===== src/design/ldf_pkg.sv =====
// Shared types, constants and the CRC-32 byte step for the log record deframer.
// No dependencies; ldf_front, ldf_back and the top module import this package.
package ldf_pkg;

   localparam int HEADER_LEN  = 24;
   localparam int QUEUE_DEPTH = 4;
   localparam int QPTR_W      = $clog2(QUEUE_DEPTH);

   localparam logic [4:0]  HDR_LAST      = 5'(HEADER_LEN - 1);
   localparam logic [31:0] CRC_POLY      = 32'hEDB8_8320;
   localparam logic [31:0] CRC_INIT      = 32'hFFFF_FFFF;
   localparam logic [47:0] TAIL_MAX      = 48'hFFFF_FFFF_FFFF;
   localparam logic [31:0] TALLY_MAX     = 32'hFFFF_FFFF;
   localparam logic [31:0] MAX_LEN_RESET = 32'd1048576;
   localparam logic [31:0] MAX_CNT_RESET = 32'd65536;
   localparam logic [31:0] VERSION_ONE   = 32'd1;

   // Header byte offsets
   localparam logic [4:0] HDR_VERSION = 5'd4;
   localparam logic [4:0] HDR_LEN_LO  = 5'd8;
   localparam logic [4:0] HDR_LEN_HI  = 5'd12;
   localparam logic [4:0] HDR_CHECK   = 5'd16;
   localparam logic [4:0] HDR_RSVD    = 5'd20;

   localparam logic CMD_BYTE = 1'b0;
   localparam logic CMD_END  = 1'b1;

   localparam logic [1:0] CSR_MAX_LEN = 2'd0;
   localparam logic [1:0] CSR_MAX_CNT = 2'd1;

   localparam logic [2:0] ST_CLEAN       = 3'd0;
   localparam logic [2:0] ST_CUT_HEADER  = 3'd1;
   localparam logic [2:0] ST_CUT_PAYLOAD = 3'd2;
   localparam logic [2:0] ST_MAGIC       = 3'd3;
   localparam logic [2:0] ST_VERSION     = 3'd4;
   localparam logic [2:0] ST_LENGTH      = 3'd5;
   localparam logic [2:0] ST_CRC         = 3'd6;
   localparam logic [2:0] ST_TOO_MANY    = 3'd7;

   typedef enum logic [2:0] {
      PH_HEADER  = 3'b001,
      PH_PAYLOAD = 3'b010,
      PH_STOPPED = 3'b100
   } phase_type;

   typedef struct packed {
      logic       cmd;
      logic [7:0] data_byte;
   } item_type;

   function automatic logic [7:0] magic_byte(input logic [1:0] idx);
      logic [7:0] m;
      unique case (idx)
         2'd0:    m = 8'h46;
         2'd1:    m = 8'h58;
         2'd2:    m = 8'h52;
         default: m = 8'h31;
      endcase
      return m;
   endfunction

   // Reflected CRC-32, one byte
   function automatic logic [31:0] crc_byte(input logic [31:0] crc, input logic [7:0] b);
      logic [31:0] c;
      c = crc ^ {24'd0, b};
      for (int k = 0; k < 8; k++) begin
         c = c[0] ? ((c >> 1) ^ CRC_POLY) : (c >> 1);
      end
      return c;
   endfunction

endpackage


===== src/design/ldf_if.sv =====
// Request and response channel interfaces of the log record deframer.
// Standalone; valid/ready handshake with source and sink modports.
interface ldf_req_if;
   logic       valid;
   logic       ready;
   logic       cmd;
   logic [7:0] data_byte;

   modport source (output valid, output cmd, output data_byte, input ready);
   modport sink   (input valid, input cmd, input data_byte, output ready);
endinterface

interface ldf_rsp_if;
   logic        valid;
   logic        ready;
   logic        has_byte;
   logic [7:0]  payload_byte;
   logic        record_end;
   logic        record_ok;
   logic        stream_done;
   logic [2:0]  status;
   logic [31:0] good_records;
   logic [47:0] tail_bytes;

   modport source (output valid, output has_byte, output payload_byte, output record_end,
                   output record_ok, output stream_done, output status,
                   output good_records, output tail_bytes, input ready);
   modport sink   (input valid, input has_byte, input payload_byte, input record_end,
                   input record_ok, input stream_done, input status,
                   input good_records, input tail_bytes, output ready);
endinterface


===== src/design/ldf_front.sv =====
// Front end: accepts requests and holds them in a short queue for the parser.
// Depends on ldf_pkg and ldf_req_if.
module ldf_front
   import ldf_pkg::*;
(
   input  logic      clock,
   input  logic      reset,
   ldf_req_if.sink   req_chan,
   output logic      q_valid,
   output item_type  q_item,
   input  logic      q_pop
);

   item_type          slot_ff [QUEUE_DEPTH];
   logic [QPTR_W-1:0] wr_ptr_ff, wr_ptr_in;
   logic [QPTR_W-1:0] rd_ptr_ff, rd_ptr_in;
   logic [QPTR_W:0]   count_ff, count_in;
   logic              push;
   logic              pop;

   assign req_chan.ready = (count_ff != (QPTR_W+1)'(QUEUE_DEPTH));
   assign push    = req_chan.valid && req_chan.ready;
   assign q_valid = (count_ff != '0);
   assign pop     = q_pop && q_valid;
   assign q_item  = slot_ff[rd_ptr_ff];

   always_comb begin
      wr_ptr_in = push ? wr_ptr_ff + 1'b1 : wr_ptr_ff;
      rd_ptr_in = pop  ? rd_ptr_ff + 1'b1 : rd_ptr_ff;
      count_in  = count_ff;
      if (push && !pop) begin
         count_in = count_ff + 1'b1;
      end else if (pop && !push) begin
         count_in = count_ff - 1'b1;
      end
   end

   always_ff @(posedge clock) begin
      if (reset) begin
         wr_ptr_ff <= '0;
         rd_ptr_ff <= '0;
         count_ff  <= '0;
      end else begin
         wr_ptr_ff <= wr_ptr_in;
         rd_ptr_ff <= rd_ptr_in;
         count_ff  <= count_in;
      end
   end

   always_ff @(posedge clock) begin
      if (push) begin
         slot_ff[wr_ptr_ff] <= '{cmd: req_chan.cmd, data_byte: req_chan.data_byte};
      end
   end

endmodule


===== src/design/ldf_back.sv =====
// Back end: header parse, CRC check, counters and the response register.
// Depends on ldf_pkg and ldf_rsp_if; fed by the queue in ldf_front.
module ldf_back
   import ldf_pkg::*;
(
   input  logic        clock,
   input  logic        reset,
   input  logic        csr_wr_en,
   input  logic [1:0]  csr_index,
   input  logic [31:0] csr_wdata,
   input  logic        q_valid,
   input  item_type    q_item,
   output logic        q_pop,
   ldf_rsp_if.source   rsp_chan
);

   typedef struct packed {
      logic        has_byte;
      logic [7:0]  payload_byte;
      logic        record_end;
      logic        record_ok;
      logic        stream_done;
      logic [2:0]  status;
      logic [31:0] good_records;
      logic [47:0] tail_bytes;
   } rsp_type;

   logic [31:0] max_len_ff, max_cnt_ff;

   phase_type   phase_ff, phase_in;
   logic [4:0]  pos_ff, pos_in;
   logic        magic_ff, magic_in;
   logic [31:0] version_ff, version_in;
   logic [31:0] len_lo_ff, len_lo_in;
   logic        len_hi_nz_ff, len_hi_nz_in;
   logic [31:0] check_ff, check_in;
   logic [31:0] remain_ff, remain_in;
   logic [31:0] crc_ff, crc_in;
   logic [31:0] tally_ff, tally_in;
   logic [47:0] since_ff, since_in;
   logic [2:0]  fault_ff, fault_in;

   logic        out_valid_ff, out_valid_in;
   rsp_type     out_ff, out_in;

   logic        fire;
   logic        emit;
   rsp_type     res;
   logic [7:0]  b;
   logic [31:0] crc_next;
   logic [47:0] since_inc;
   logic [31:0] tally_inc;

   assign q_pop = !out_valid_ff || rsp_chan.ready;
   assign fire  = q_valid && q_pop;
   assign b     = q_item.data_byte;

   assign crc_next  = crc_byte(crc_ff, b);
   assign since_inc = (since_ff != TAIL_MAX) ? since_ff + 48'd1 : since_ff;
   assign tally_inc = (tally_ff != TALLY_MAX) ? tally_ff + 32'd1 : tally_ff;

   always_comb begin
      phase_in     = phase_ff;
      pos_in       = pos_ff;
      magic_in     = magic_ff;
      version_in   = version_ff;
      len_lo_in    = len_lo_ff;
      len_hi_nz_in = len_hi_nz_ff;
      check_in     = check_ff;
      remain_in    = remain_ff;
      crc_in       = crc_ff;
      tally_in     = tally_ff;
      since_in     = since_ff;
      fault_in     = fault_ff;
      emit         = 1'b0;
      res          = '0;

      if (q_item.cmd == CMD_END) begin
         emit            = 1'b1;
         res.stream_done = 1'b1;
         res.good_records = tally_ff;
         unique case (phase_ff)
            PH_STOPPED: begin
               res.status     = fault_ff;
               res.tail_bytes = since_ff;
            end
            PH_PAYLOAD: begin
               res.status     = ST_CUT_PAYLOAD;
               res.tail_bytes = since_ff;
               res.record_end = 1'b1;
            end
            default: begin
               if (pos_ff != 5'd0) begin
                  res.status     = ST_CUT_HEADER;
                  res.tail_bytes = since_ff;
               end
            end
         endcase
         // back to a fresh stream, limits kept
         phase_in     = PH_HEADER;
         pos_in       = '0;
         magic_in     = 1'b1;
         version_in   = '0;
         len_lo_in    = '0;
         len_hi_nz_in = 1'b0;
         check_in     = '0;
         remain_in    = '0;
         crc_in       = CRC_INIT;
         tally_in     = '0;
         since_in     = '0;
         fault_in     = ST_CLEAN;
      end else begin
         unique case (phase_ff)
            PH_STOPPED: begin
               since_in = since_inc;
            end
            PH_PAYLOAD: begin
               since_in         = since_inc;
               crc_in           = crc_next;
               remain_in        = remain_ff - 32'd1;
               emit             = 1'b1;
               res.has_byte     = 1'b1;
               res.payload_byte = b;
               if (remain_ff == 32'd1) begin
                  res.record_end = 1'b1;
                  if (~crc_next == check_ff) begin
                     res.record_ok = 1'b1;
                     tally_in      = tally_inc;
                     phase_in      = PH_HEADER;
                     pos_in        = '0;
                     magic_in      = 1'b1;
                     since_in      = '0;
                  end else begin
                     phase_in = PH_STOPPED;
                     fault_in = ST_CRC;
                  end
               end
            end
            default: begin
               if (pos_ff == 5'd0) begin
                  // first header byte: clear the fields being gathered
                  since_in     = 48'd1;
                  magic_in     = 1'b1;
                  version_in   = '0;
                  len_lo_in    = '0;
                  len_hi_nz_in = 1'b0;
                  check_in     = '0;
               end else begin
                  since_in = since_inc;
               end
               if (pos_ff == 5'd0 && tally_ff >= max_cnt_ff) begin
                  phase_in = PH_STOPPED;
                  fault_in = ST_TOO_MANY;
               end else begin
                  if (pos_ff < HDR_VERSION) begin
                     if (b != magic_byte(pos_ff[1:0])) begin
                        magic_in = 1'b0;
                     end
                  end else if (pos_ff < HDR_LEN_LO) begin
                     version_in[8*pos_ff[1:0] +: 8] = b;
                  end else if (pos_ff < HDR_LEN_HI) begin
                     len_lo_in[8*pos_ff[1:0] +: 8] = b;
                  end else if (pos_ff < HDR_CHECK) begin
                     if (b != 8'd0) begin
                        len_hi_nz_in = 1'b1;
                     end
                  end else if (pos_ff < HDR_RSVD) begin
                     check_in[8*pos_ff[1:0] +: 8] = b;
                  end
                  pos_in = pos_ff + 5'd1;
                  if (pos_ff == HDR_LAST) begin
                     pos_in = '0;
                     if (!magic_in) begin
                        phase_in = PH_STOPPED;
                        fault_in = ST_MAGIC;
                     end else if (version_in != VERSION_ONE) begin
                        phase_in = PH_STOPPED;
                        fault_in = ST_VERSION;
                     end else if (len_hi_nz_in || len_lo_in > max_len_ff) begin
                        phase_in = PH_STOPPED;
                        fault_in = ST_LENGTH;
                     end else begin
                        crc_in = CRC_INIT;
                        if (len_lo_in == 32'd0) begin
                           // empty payload: verdict rides on the last header byte
                           emit           = 1'b1;
                           res.record_end = 1'b1;
                           if (check_in == 32'd0) begin
                              res.record_ok = 1'b1;
                              tally_in      = tally_inc;
                              magic_in      = 1'b1;
                              since_in      = '0;
                           end else begin
                              phase_in = PH_STOPPED;
                              fault_in = ST_CRC;
                           end
                        end else begin
                           remain_in = len_lo_in;
                           phase_in  = PH_PAYLOAD;
                        end
                     end
                  end
               end
            end
         endcase
      end
   end

   always_comb begin
      out_valid_in = out_valid_ff;
      out_in       = out_ff;
      if (out_valid_ff && rsp_chan.ready) begin
         out_valid_in = 1'b0;
      end
      if (fire && emit) begin
         out_valid_in = 1'b1;
         out_in       = res;
      end
   end

   always_ff @(posedge clock) begin
      if (reset) begin
         max_len_ff   <= MAX_LEN_RESET;
         max_cnt_ff   <= MAX_CNT_RESET;
         phase_ff     <= PH_HEADER;
         pos_ff       <= '0;
         magic_ff     <= 1'b1;
         version_ff   <= '0;
         len_lo_ff    <= '0;
         len_hi_nz_ff <= 1'b0;
         check_ff     <= '0;
         remain_ff    <= '0;
         crc_ff       <= CRC_INIT;
         tally_ff     <= '0;
         since_ff     <= '0;
         fault_ff     <= ST_CLEAN;
         out_valid_ff <= 1'b0;
      end else begin
         if (csr_wr_en && csr_index == CSR_MAX_LEN) begin
            max_len_ff <= csr_wdata;
         end
         if (csr_wr_en && csr_index == CSR_MAX_CNT) begin
            max_cnt_ff <= csr_wdata;
         end
         if (fire) begin
            phase_ff     <= phase_in;
            pos_ff       <= pos_in;
            magic_ff     <= magic_in;
            version_ff   <= version_in;
            len_lo_ff    <= len_lo_in;
            len_hi_nz_ff <= len_hi_nz_in;
            check_ff     <= check_in;
            remain_ff    <= remain_in;
            crc_ff       <= crc_in;
            tally_ff     <= tally_in;
            since_ff     <= since_in;
            fault_ff     <= fault_in;
         end
         out_valid_ff <= out_valid_in;
      end
   end

   always_ff @(posedge clock) begin
      out_ff <= out_in;
   end

   assign rsp_chan.valid        = out_valid_ff;
   assign rsp_chan.has_byte     = out_ff.has_byte;
   assign rsp_chan.payload_byte = out_ff.payload_byte;
   assign rsp_chan.record_end   = out_ff.record_end;
   assign rsp_chan.record_ok    = out_ff.record_ok;
   assign rsp_chan.stream_done  = out_ff.stream_done;
   assign rsp_chan.status       = out_ff.status;
   assign rsp_chan.good_records = out_ff.good_records;
   assign rsp_chan.tail_bytes   = out_ff.tail_bytes;

endmodule


===== src/design/log_record_deframer_top.sv =====
// Log record deframer: one log byte or end marker per request, at most one response each.
// Requests are registered in the ldf_front queue, then in the ldf_back response register.
// One request per cycle unless a response stalls; parse and CRC step are combinational.
// A four-entry request queue lets the front keep accepting while a response is stalled.
// Synchronous active-high reset clears the parser, the queue and sets default limits.
// Depends on ldf_pkg, ldf_if, ldf_front and ldf_back.
module log_record_deframer_top
   import ldf_pkg::*;
(
   input  logic        clock,
   input  logic        reset,
   ldf_req_if.sink     req_chan,
   ldf_rsp_if.source   rsp_chan,
   input  logic        csr_wr_en,
   input  logic [1:0]  csr_index,
   input  logic [31:0] csr_wdata
);

   logic     q_valid;
   item_type q_item;
   logic     q_pop;

   ldf_front u_front (
      .clock    (clock),
      .reset    (reset),
      .req_chan (req_chan),
      .q_valid  (q_valid),
      .q_item   (q_item),
      .q_pop    (q_pop)
   );

   ldf_back u_back (
      .clock     (clock),
      .reset     (reset),
      .csr_wr_en (csr_wr_en),
      .csr_index (csr_index),
      .csr_wdata (csr_wdata),
      .q_valid   (q_valid),
      .q_item    (q_item),
      .q_pop     (q_pop),
      .rsp_chan  (rsp_chan)
   );

endmodule


===== src/flat_wrapper.sv =====
// flat-port wrapper written by rule: the top's interface ports become plain ports
module log_record_deframer_top_flat import ldf_pkg::*;
  (clock, reset, csr_wr_en, csr_index, csr_wdata, req_chan_valid, req_chan_cmd, req_chan_data_byte, req_chan_ready, rsp_chan_valid, rsp_chan_has_byte, rsp_chan_payload_byte, rsp_chan_record_end, rsp_chan_record_ok, rsp_chan_stream_done, rsp_chan_status, rsp_chan_good_records, rsp_chan_tail_bytes, rsp_chan_ready);
  ldf_req_if req_chan_i ();
  ldf_rsp_if rsp_chan_i ();
  input  logic clock;
  input  logic reset;
  input  logic csr_wr_en;
  input  logic [1:0] csr_index;
  input  logic [31:0] csr_wdata;
  input wire logic [$bits(req_chan_i.valid)-1:0] req_chan_valid;
  input wire logic [$bits(req_chan_i.cmd)-1:0] req_chan_cmd;
  input wire logic [$bits(req_chan_i.data_byte)-1:0] req_chan_data_byte;
  output wire logic [$bits(req_chan_i.ready)-1:0] req_chan_ready;
  output wire logic [$bits(rsp_chan_i.valid)-1:0] rsp_chan_valid;
  output wire logic [$bits(rsp_chan_i.has_byte)-1:0] rsp_chan_has_byte;
  output wire logic [$bits(rsp_chan_i.payload_byte)-1:0] rsp_chan_payload_byte;
  output wire logic [$bits(rsp_chan_i.record_end)-1:0] rsp_chan_record_end;
  output wire logic [$bits(rsp_chan_i.record_ok)-1:0] rsp_chan_record_ok;
  output wire logic [$bits(rsp_chan_i.stream_done)-1:0] rsp_chan_stream_done;
  output wire logic [$bits(rsp_chan_i.status)-1:0] rsp_chan_status;
  output wire logic [$bits(rsp_chan_i.good_records)-1:0] rsp_chan_good_records;
  output wire logic [$bits(rsp_chan_i.tail_bytes)-1:0] rsp_chan_tail_bytes;
  input wire logic [$bits(rsp_chan_i.ready)-1:0] rsp_chan_ready;
  assign req_chan_i.valid = req_chan_valid;
  assign req_chan_i.cmd = req_chan_cmd;
  assign req_chan_i.data_byte = req_chan_data_byte;
  assign req_chan_ready = req_chan_i.ready;
  assign rsp_chan_valid = rsp_chan_i.valid;
  assign rsp_chan_has_byte = rsp_chan_i.has_byte;
  assign rsp_chan_payload_byte = rsp_chan_i.payload_byte;
  assign rsp_chan_record_end = rsp_chan_i.record_end;
  assign rsp_chan_record_ok = rsp_chan_i.record_ok;
  assign rsp_chan_stream_done = rsp_chan_i.stream_done;
  assign rsp_chan_status = rsp_chan_i.status;
  assign rsp_chan_good_records = rsp_chan_i.good_records;
  assign rsp_chan_tail_bytes = rsp_chan_i.tail_bytes;
  assign rsp_chan_i.ready = rsp_chan_ready;
  log_record_deframer_top u_core (.clock(clock), .reset(reset), .req_chan(req_chan_i), .rsp_chan(rsp_chan_i), .csr_wr_en(csr_wr_en), .csr_index(csr_index), .csr_wdata(csr_wdata));
endmodule

===== config.mk =====
export PLATFORM = sky130hd
export DESIGN_NAME = log_record_deframer_top_flat
export DESIGN_NICKNAME = d
export VERILOG_FILES = /design/src/design/ldf_pkg.sv /design/src/design/ldf_if.sv /design/src/design/ldf_front.sv /design/src/design/ldf_back.sv /design/src/design/log_record_deframer_top.sv /design/src/flat_wrapper.sv
export SDC_FILE = /design/constraint.sdc
export NUM_CORES = 1
export LEC_CHECK = 0
export BUFFER_PORTS_ARGS = -buffer_cell sky130_fd_sc_hd__buf_4
export CAP_MARGIN = 20
export CORE_AREA = 5 5 238 240
export DETAILED_ROUTE_END_ITERATION = 8
export DIE_AREA = 0 0 243 245
export GPL_ROUTABILITY_DRIVEN = 0
export PLACE_DENSITY = 0.59
export SLEW_MARGIN = 20
export SYNTH_ARGS = -nofsm -noshare
export SYNTH_HDL_FRONTEND = slang
export SYNTH_SLANG_ARGS = --single-unit
export TNS_END_PERCENT = 30

===== constraint.sdc =====
create_clock -name clock -period 9.2 [get_ports clock]
set_input_delay 0.46 -clock clock [delete_from_list [all_inputs] [get_ports clock]]
set_output_delay 0.46 -clock clock [all_outputs]
set_load 0.005 [all_outputs]

# ---- Word-level counts from Yosys, hierarchy flattened
# Memories as Yosys holds them, arrays and structs flattened. A register that Yosys moved wholly into a read port is not among the register bits.
# Cells that the tools add are included.
dict set report totals {
  reg_bits 420
  mem_bits_rw 36
  input_bits 48
  out_inout_bits 97
  wordCells 300
  memories 1
}
dict set report classes {
  add_sub_neg 9
  n_lt_le_gt_ge 7
  n_eq_ne 25
  shifts 2
  muxes 180
  n_bitwise 11
  reduce_logical 39
}
# name words word_bits rd rd_ports_with_merged_regs wr line
set mem_list {}
lappend mem_list {u_core.u_front.slot_ff 4 9 1 1 1 ldf_front.sv:14} ;# item_type slot_ff [QUEUE_DEPTH];
# op n
set ops {}
lappend ops {{32-bit 2-to-1 mux} 69}
lappend ops {{48-bit 2-to-1 mux} 14}
lappend ops {{32-bit one-hot mux with 2 select lines} 3}
lappend ops {{13-bit inverter with 14-bit output} 8}
lappend ops {{32-bit bitwise mux} 3}
lappend ops {{48-bit one-hot mux with 2 select lines} 1}
lappend ops {{84-bit 2-to-1 mux} 1}
lappend ops {{3-bit 2-to-1 mux} 22}
lappend ops {{32-bit zero test} 2}
lappend ops {{48-bit by 1-bit adder with 48-bit output, second input constant} 1}
lappend ops {{48-bit != test, second input constant} 1}
lappend ops {{1-bit 2-to-1 mux} 40}
lappend ops {{5-bit negator with 34-bit output} 1}
lappend ops {{8-bit by 34-bit variable shift with 32-bit output, first input constant} 1}
lappend ops {{8-bit by 34-bit variable part select with 32-bit output} 1}
lappend ops {{32-bit by 1-bit adder with 32-bit output, second input constant} 1}
lappend ops {{32-bit by 1-bit == test with 1-bit output, second input constant} 1}
lappend ops {{32-bit == test} 1}
lappend ops {{32-bit >= comparator} 1}
lappend ops {{32-bit > comparator} 1}
lappend ops {{8-bit 2-to-1 mux} 4}
lappend ops {{32-bit by 1-bit != test with 1-bit output, second input constant} 1}
lappend ops {{32-bit != test, second input constant} 1}
lappend ops {{32-bit inverter} 1}
lappend ops {{48 further kinds} 93}

# ---- Depth between registers and ports, before layout
dict set report depth {
  depth_word 23
  mapped_depth 25
  depth_no_buf 19
}

# ---- Hierarchy
# A second synthesis with hierarchy kept.
dict set report unflattened {
  cells_unflattened 2764
  area_unflattened_um2 24781.3
}
# mod n_inst cells_each area_per_inst_um2
set by_module_without_submodules {}
lappend by_module_without_submodules {ldf_back 1 2669 23000.8}
lappend by_module_without_submodules {ldf_front 1 95 1780.5}

# ---- Worst setup path after synthesis
# No wires, ideal clock.
dict set report synth_timing {
  path_type {register to register}
  start {register u_core.u_back.pos_ff[0]}
  end {register u_core.u_back.out_ff (netlist bit u_core.u_back.rsp_chan.good_records[0]), enable pin}
  setup_time_ns 0.448
  t_arrival_ns 5.947
  setup_slack_ns 2.805
  path_stages_with_launch 23
  n_path_buf 6
  path_cell_list {dfxtp_1 -> clkbuf_1 -> inv_1 -> ha_1 -> or4b_2 -> clkbuf_1 -> clkbuf_1 -> clkbuf_1 -> clkbuf_1 -> clkbuf_1 -> nand3_1 -> nand2_1 -> ha_1 -> a21oi_1 -> o22ai_1 -> nor3_1 -> o21a_1 -> a21boi_0 -> nor2_1 -> nand4bb_1 -> nand2_1 -> nand2_1 -> inv_1}
}
dict set report synth_via {
  elab_chain_cells 21
}
# element line
set synth_lines {}
lappend synth_lines {{from (decl)} ldf_back.sv:31} ;# logic [4:0] pos_ff, pos_in;
lappend synth_lines {{from (signal assigned)} ldf_back.sv:247} ;# pos_ff <= pos_in;
lappend synth_lines {{parallel branches: the longest is 17 deep, another holds 5-bit negator with 34-bit output} -}
lappend synth_lines {{1-bit 2-to-1 mux *} ldf_back.sv:151} ;# if (pos_ff == 5'd0 && tally_ff >= max_cnt_ff) begin
lappend synth_lines {{1-bit one-hot mux with 2 select lines *} ldf_back.sv:113} ;# unique case (phase_ff)
lappend synth_lines {{1-bit 2-to-1 mux *} ldf_back.sv:78} ;# if (q_item.cmd == CMD_END) begin
lappend synth_lines {{1-bit logical AND *} ldf_back.sv:215} ;# if (fire && emit) begin
lappend synth_lines {{to (signal assigned)} ldf_back.sv:264} ;# out_ff <= out_in;
lappend synth_lines {{to (decl)} ldf_back.sv:44} ;# rsp_type out_ff, out_in;
# Mark *: on every way between the ends. The select of a mux whose other input is x is not followed.
# A chain may end at the register's enable or synchronous reset.

# ---- Worst setup path in the final report
dict set report layout_timing {
  start {register u_core.u_back.pos_ff[0]}
  end {register u_core.u_back.remain_ff[13]}
}
dict set report layout_via {
  elab_chain_cells 19
}
# element line
set layout_lines {}
lappend layout_lines {{parallel branches: the longest is 19 deep, another holds 5-bit negator with 34-bit output} -}
lappend layout_lines {{to (signal assigned)} ldf_back.sv:253} ;# remain_ff <= remain_in;
lappend layout_lines {{to (decl)} ldf_back.sv:37} ;# logic [31:0] remain_ff, remain_in;
# Several ways; the timed one is not identified. The select of a mux whose other input is x is not followed.

==> parameters.txt <==
Parameter                              Value

Clocking
  Clock sink count ... 458
  Post-cts gate resize count ... 0
  TritonCTS clock tree ... yes
  Library cell used as clock root buffer ... sky130_fd_sc_hd__clkbuf_16
  Count of H-tree levels built during CTS ... 2
  CTS Buf Count ... 50
  Post-cts hold buffer count ... 0
  Clock transition time at the flip-flop clock pins of the worst setup and hold paths ... 60 ps
  Number of setup buffers added after CTS ... 0
  CTS max path bufs ... 3
  Clock latency reported for the late side of the worst-skew pair ... around 600 ps

Layout
  Most common cell after layout, fill and taps aside ... sky130_fd_sc_hd__dfxtp_1
  Fillers ... 5055
  Multi-input logic area ... around 13000 um2
  Area growth from synthesis to final layout ... 13.7%
  Post-route standard cell area excluding fillers ... between 20000 and 30000 um2
  Most used cells in the layout excluding fill and tap cells ... sky130_fd_sc_hd__dfxtp_1 (327), sky130_fd_sc_hd__nand2_1 (295), sky130_fd_sc_hd__nor2_1 (241), sky130_fd_sc_hd__buf_4 (173), sky130_fd_sc_hd__a21oi_1 (155)
  Net count reported at finish ... 2890
  Area taken by flip-flops and latches ... roughly 10000 um2
  Inserted Diodes ... 0
  Layout cells sized above 1 ... a little under an eighth

Yosys
  Post-synthesis net count ... 2839
  EDFF count, synth ... between 100 and 150
  Portion of netlist area occupied by mux cells ... under 10%
  Simple-gate portion of the synthesized area ... between 20% and 30%
  Portion of the post-synthesis area used by sequential elements ... 43.3%
  Number of library cell types mapped by synthesis ... 82
  Main combinational cell family by area after synthesis ... simple AND/OR/NAND/NOR gates
  Post-Syn Area ... 24200 um2
  Leading register cell type out of synthesis ... sky130_fd_sc_hd__dfxtp_1
  Total number of yosys warnings ... 0
  Proportion of register bits with asynchronous set or reset after synthesis ... 0%
  Synthesized-area fraction occupied by xor and xnor cells ... 8.09%
  Post-Syn Area per Cell ... 8.93 um2
  Post-synthesis share of cell area spent on full adders, half adders and majority gates ... 4.22%
  Synth Area in Compound Gates ... roughly 15%
  Cells after synthesis ... 2710
  Flop and latch count out of synthesis ... ~460

Routing
  DRC ... 0
  Average wire per cell in the routed design ... 20.7 um
  Wire length reported by the detailed router ... 72500 um
  Initial DRC count ... 2038
  Detail Route Antenna Nets ... 0
  DR pass1 iterations ... 6
  Via count ... 20600
  Avg Vias per Cell ... 5.89

STA
  Final sum of negative setup slack ... 0 ps
  Rel. slew slack ... 25.2%
  Pins over their slew limit ... 0
  Setup repair after global routing missed its margin ... false
  Final critical-path required period ... 6350 ps
  Fmax achieved ... 157 MHz
  Final setup fails ... 0
  Worst-margin pin slew ... 1120 ps
  Fin crit share ... just under 70%
  Max Clock Skew ... 18.5 ps
  Final hold violation count ... 0

Worst setup path
  Critical Path Start Type ... register
  Required time worst endpoint ... between 9000 and 10000 ps
  Worst endpoint data arrival time ... 6870 ps
  Critical path endpoint category ... register
  Classification of the worst setup path ... reg2reg
  Worst-case reg-to-reg path depth ... 18
  Top fanout value on the critical path ... 68

Die
  Std cell rows ... 86
  Floorplan die area ... between 50000 and 60000 um2
  IO Count ... 145
  Starting utilization of the core area ... 44.5%
  Die Wd ... 243 um
  Die Y-Extent ... 245 um
  Total core area ... 54400 um2

Power and ir drop
  Static leakage ... 10.0 nW
  Power density over cell area ... around 280 nW/um2
  Worst IR Drop VDD ... 0.166 mV

Worst hold path
  Number of stages on the worst hold path ... 1
  Tightest Hold Check Type ... in2reg

Global route
  Antenna violations before repair ... 1
  Largest net degree at the start of global routing ... 104
  Global-route wire length before repair ... 113000 um
  Number of global-route vias before repair ... 19400
  Combined global-route utilization of all metal layers ... 23.5%
  Overflow left after global routing ... 0

Placed design
  Number of buffers added on ports ... 144
  Cell Area, Placed ... 25800 um2
  Hpwl dp ... 49600 um

Job
  Number of maximum-capacitance violations ... 0

Status
  Result of the run ... finished, final reports clean
## through the flow
step | worst slack (ps) | std cells | util [%] | hold slack (ps) | total power, W
global route | 2360 | 3507 | 50.6 | 50.5 | 0.00807
finish | 2850 | 3507 | 50.6 | 69.1 | 0.00768
detailed placement | 3030 | 3412 | 47.3 | 449 | 0.00560
floorplan | 2800 | 2710 | - | 431 | 0.00454
global placement | 3180 | 3412 | 47.3 | 441 | 0.00555
CTS | 2990 | 3506 | 50.5 | 40.5 | 0.00771
## final cells by class
| cell class | instances | area share, % |
|---|---|---|
| Timing Repair Buffer | 175 | 4.81 |
| Tap cell | 704 | 3.20 |
| Clock inverter | 20 | 0.868 |
| Inverter | 110 | 1.51 |
| Clock buffer | 74 | 5.44 |
| Sequential cell | 458 | 38.1 |
| Multi-Input combinational cell | 1966 | 46.1 |
## per-layer routing
metal / GRT usage (%) / vias up / part of all wire [%]
li1: - / 9840 / -
met1: 33.0 / 9888 / 44
met2: 37.4 / 788 / 45
met3: 4.45 / 121 / 7.5
met4: 6.24 / 2 / 2.5
met5: 0 / - / 0.055
## cells by family (layout without fill, tap and decap cells)
| logic type | after synthesis | in the layout |
|---|---|---|
| and+or+nand+nor | 1107 | 1107 |
| AOI/OAI and AO/OA | 570 | 570 |
| DFF | 458 | 458 |
| buffers and inverters | 286 | 379 |
| xor gates and xnor gates | 180 | 180 |
| adders and majority gates | 81 | 81 |
| muxes | 28 | 28 |
## power breakdown
group / internal, W / switching [W] / total, W
Clock: 0.00124 / 0.000855 / 0.00210
Combinational: 0.00107 / 0.00202 / 0.00309
Sequential: 0.00237 / 0.000125 / 0.00249
Total: 0.00469 / 0.00300 / 0.00768
## cells in the mapped netlist, types with 48 or more instances
| cell type | n | area share, % |
|---|---|---|
| sky130_fd_sc_hd__and3_1 | 78 | 2.0 |
| sky130_fd_sc_hd__xor2_1 | 48 | 1.7 |
| sky130_fd_sc_hd__a21oi_1 | 155 | 3.2 |
| sky130_fd_sc_hd__inv_1 | 110 | 1.7 |
| sky130_fd_sc_hd__a22oi_1 | 87 | 2.7 |
| sky130_fd_sc_hd__xnor2_1 | 106 | 3.8 |
| sky130_fd_sc_hd__ha_1 | 80 | 4.1 |
| sky130_fd_sc_hd__nand2_1 | 296 | 4.6 |
| sky130_fd_sc_hd__nand3_1 | 130 | 2.7 |
| sky130_fd_sc_hd__dfxtp_1 | 327 | 27 |
| sky130_fd_sc_hd__nor2_1 | 245 | 3.8 |
| sky130_fd_sc_hd__o21ai_0 | 136 | 2.8 |
| sky130_fd_sc_hd__nor3_1 | 61 | 1.3 |
| sky130_fd_sc_hd__edfxtp_1 | 131 | 16 |
| sky130_fd_sc_hd__clkbuf_1 | 144 | 2.2 |
## path summary, 6_finish.rpt
kind | start | to | slack, ps
max reg2reg | u_core.u_back.pos_ff[0] | u_core.u_back.remain_ff[13] | 2850
max | u_core.u_back.pos_ff[0] | u_core.u_back.remain_ff[13] | 2850
min reg2reg | u_core.u_back.max_cnt_ff[26] | u_core.u_back.max_cnt_ff[26] | 450
min | req_chan_data_byte[3] | u_core.u_front.slot_ff[0][3] | 70
## critical path, stage by stage, from the launching register on
cell                        delay [ps]
sky130_fd_sc_hd__dfxtp_1           440
sky130_fd_sc_hd__inv_1             210
sky130_fd_sc_hd__ha_1              510
sky130_fd_sc_hd__or4b_2           1120
sky130_fd_sc_hd__nand3_1           280
sky130_fd_sc_hd__o21ai_0           190
sky130_fd_sc_hd__ha_1              350
sky130_fd_sc_hd__nand4_1           150
sky130_fd_sc_hd__nor3_1            350
sky130_fd_sc_hd__nand4_1           160
sky130_fd_sc_hd__a21boi_0          210
sky130_fd_sc_hd__nor4_1            540
sky130_fd_sc_hd__a21oi_1           190
sky130_fd_sc_hd__nor2b_4           150
sky130_fd_sc_hd__buf_4             510
sky130_fd_sc_hd__and2_0            220
sky130_fd_sc_hd__buf_4             320
sky130_fd_sc_hd__o2111ai_1         170
sky130_fd_sc_hd__a21oi_1           180
Note: power is estimated with default switching activity, not from simulation.
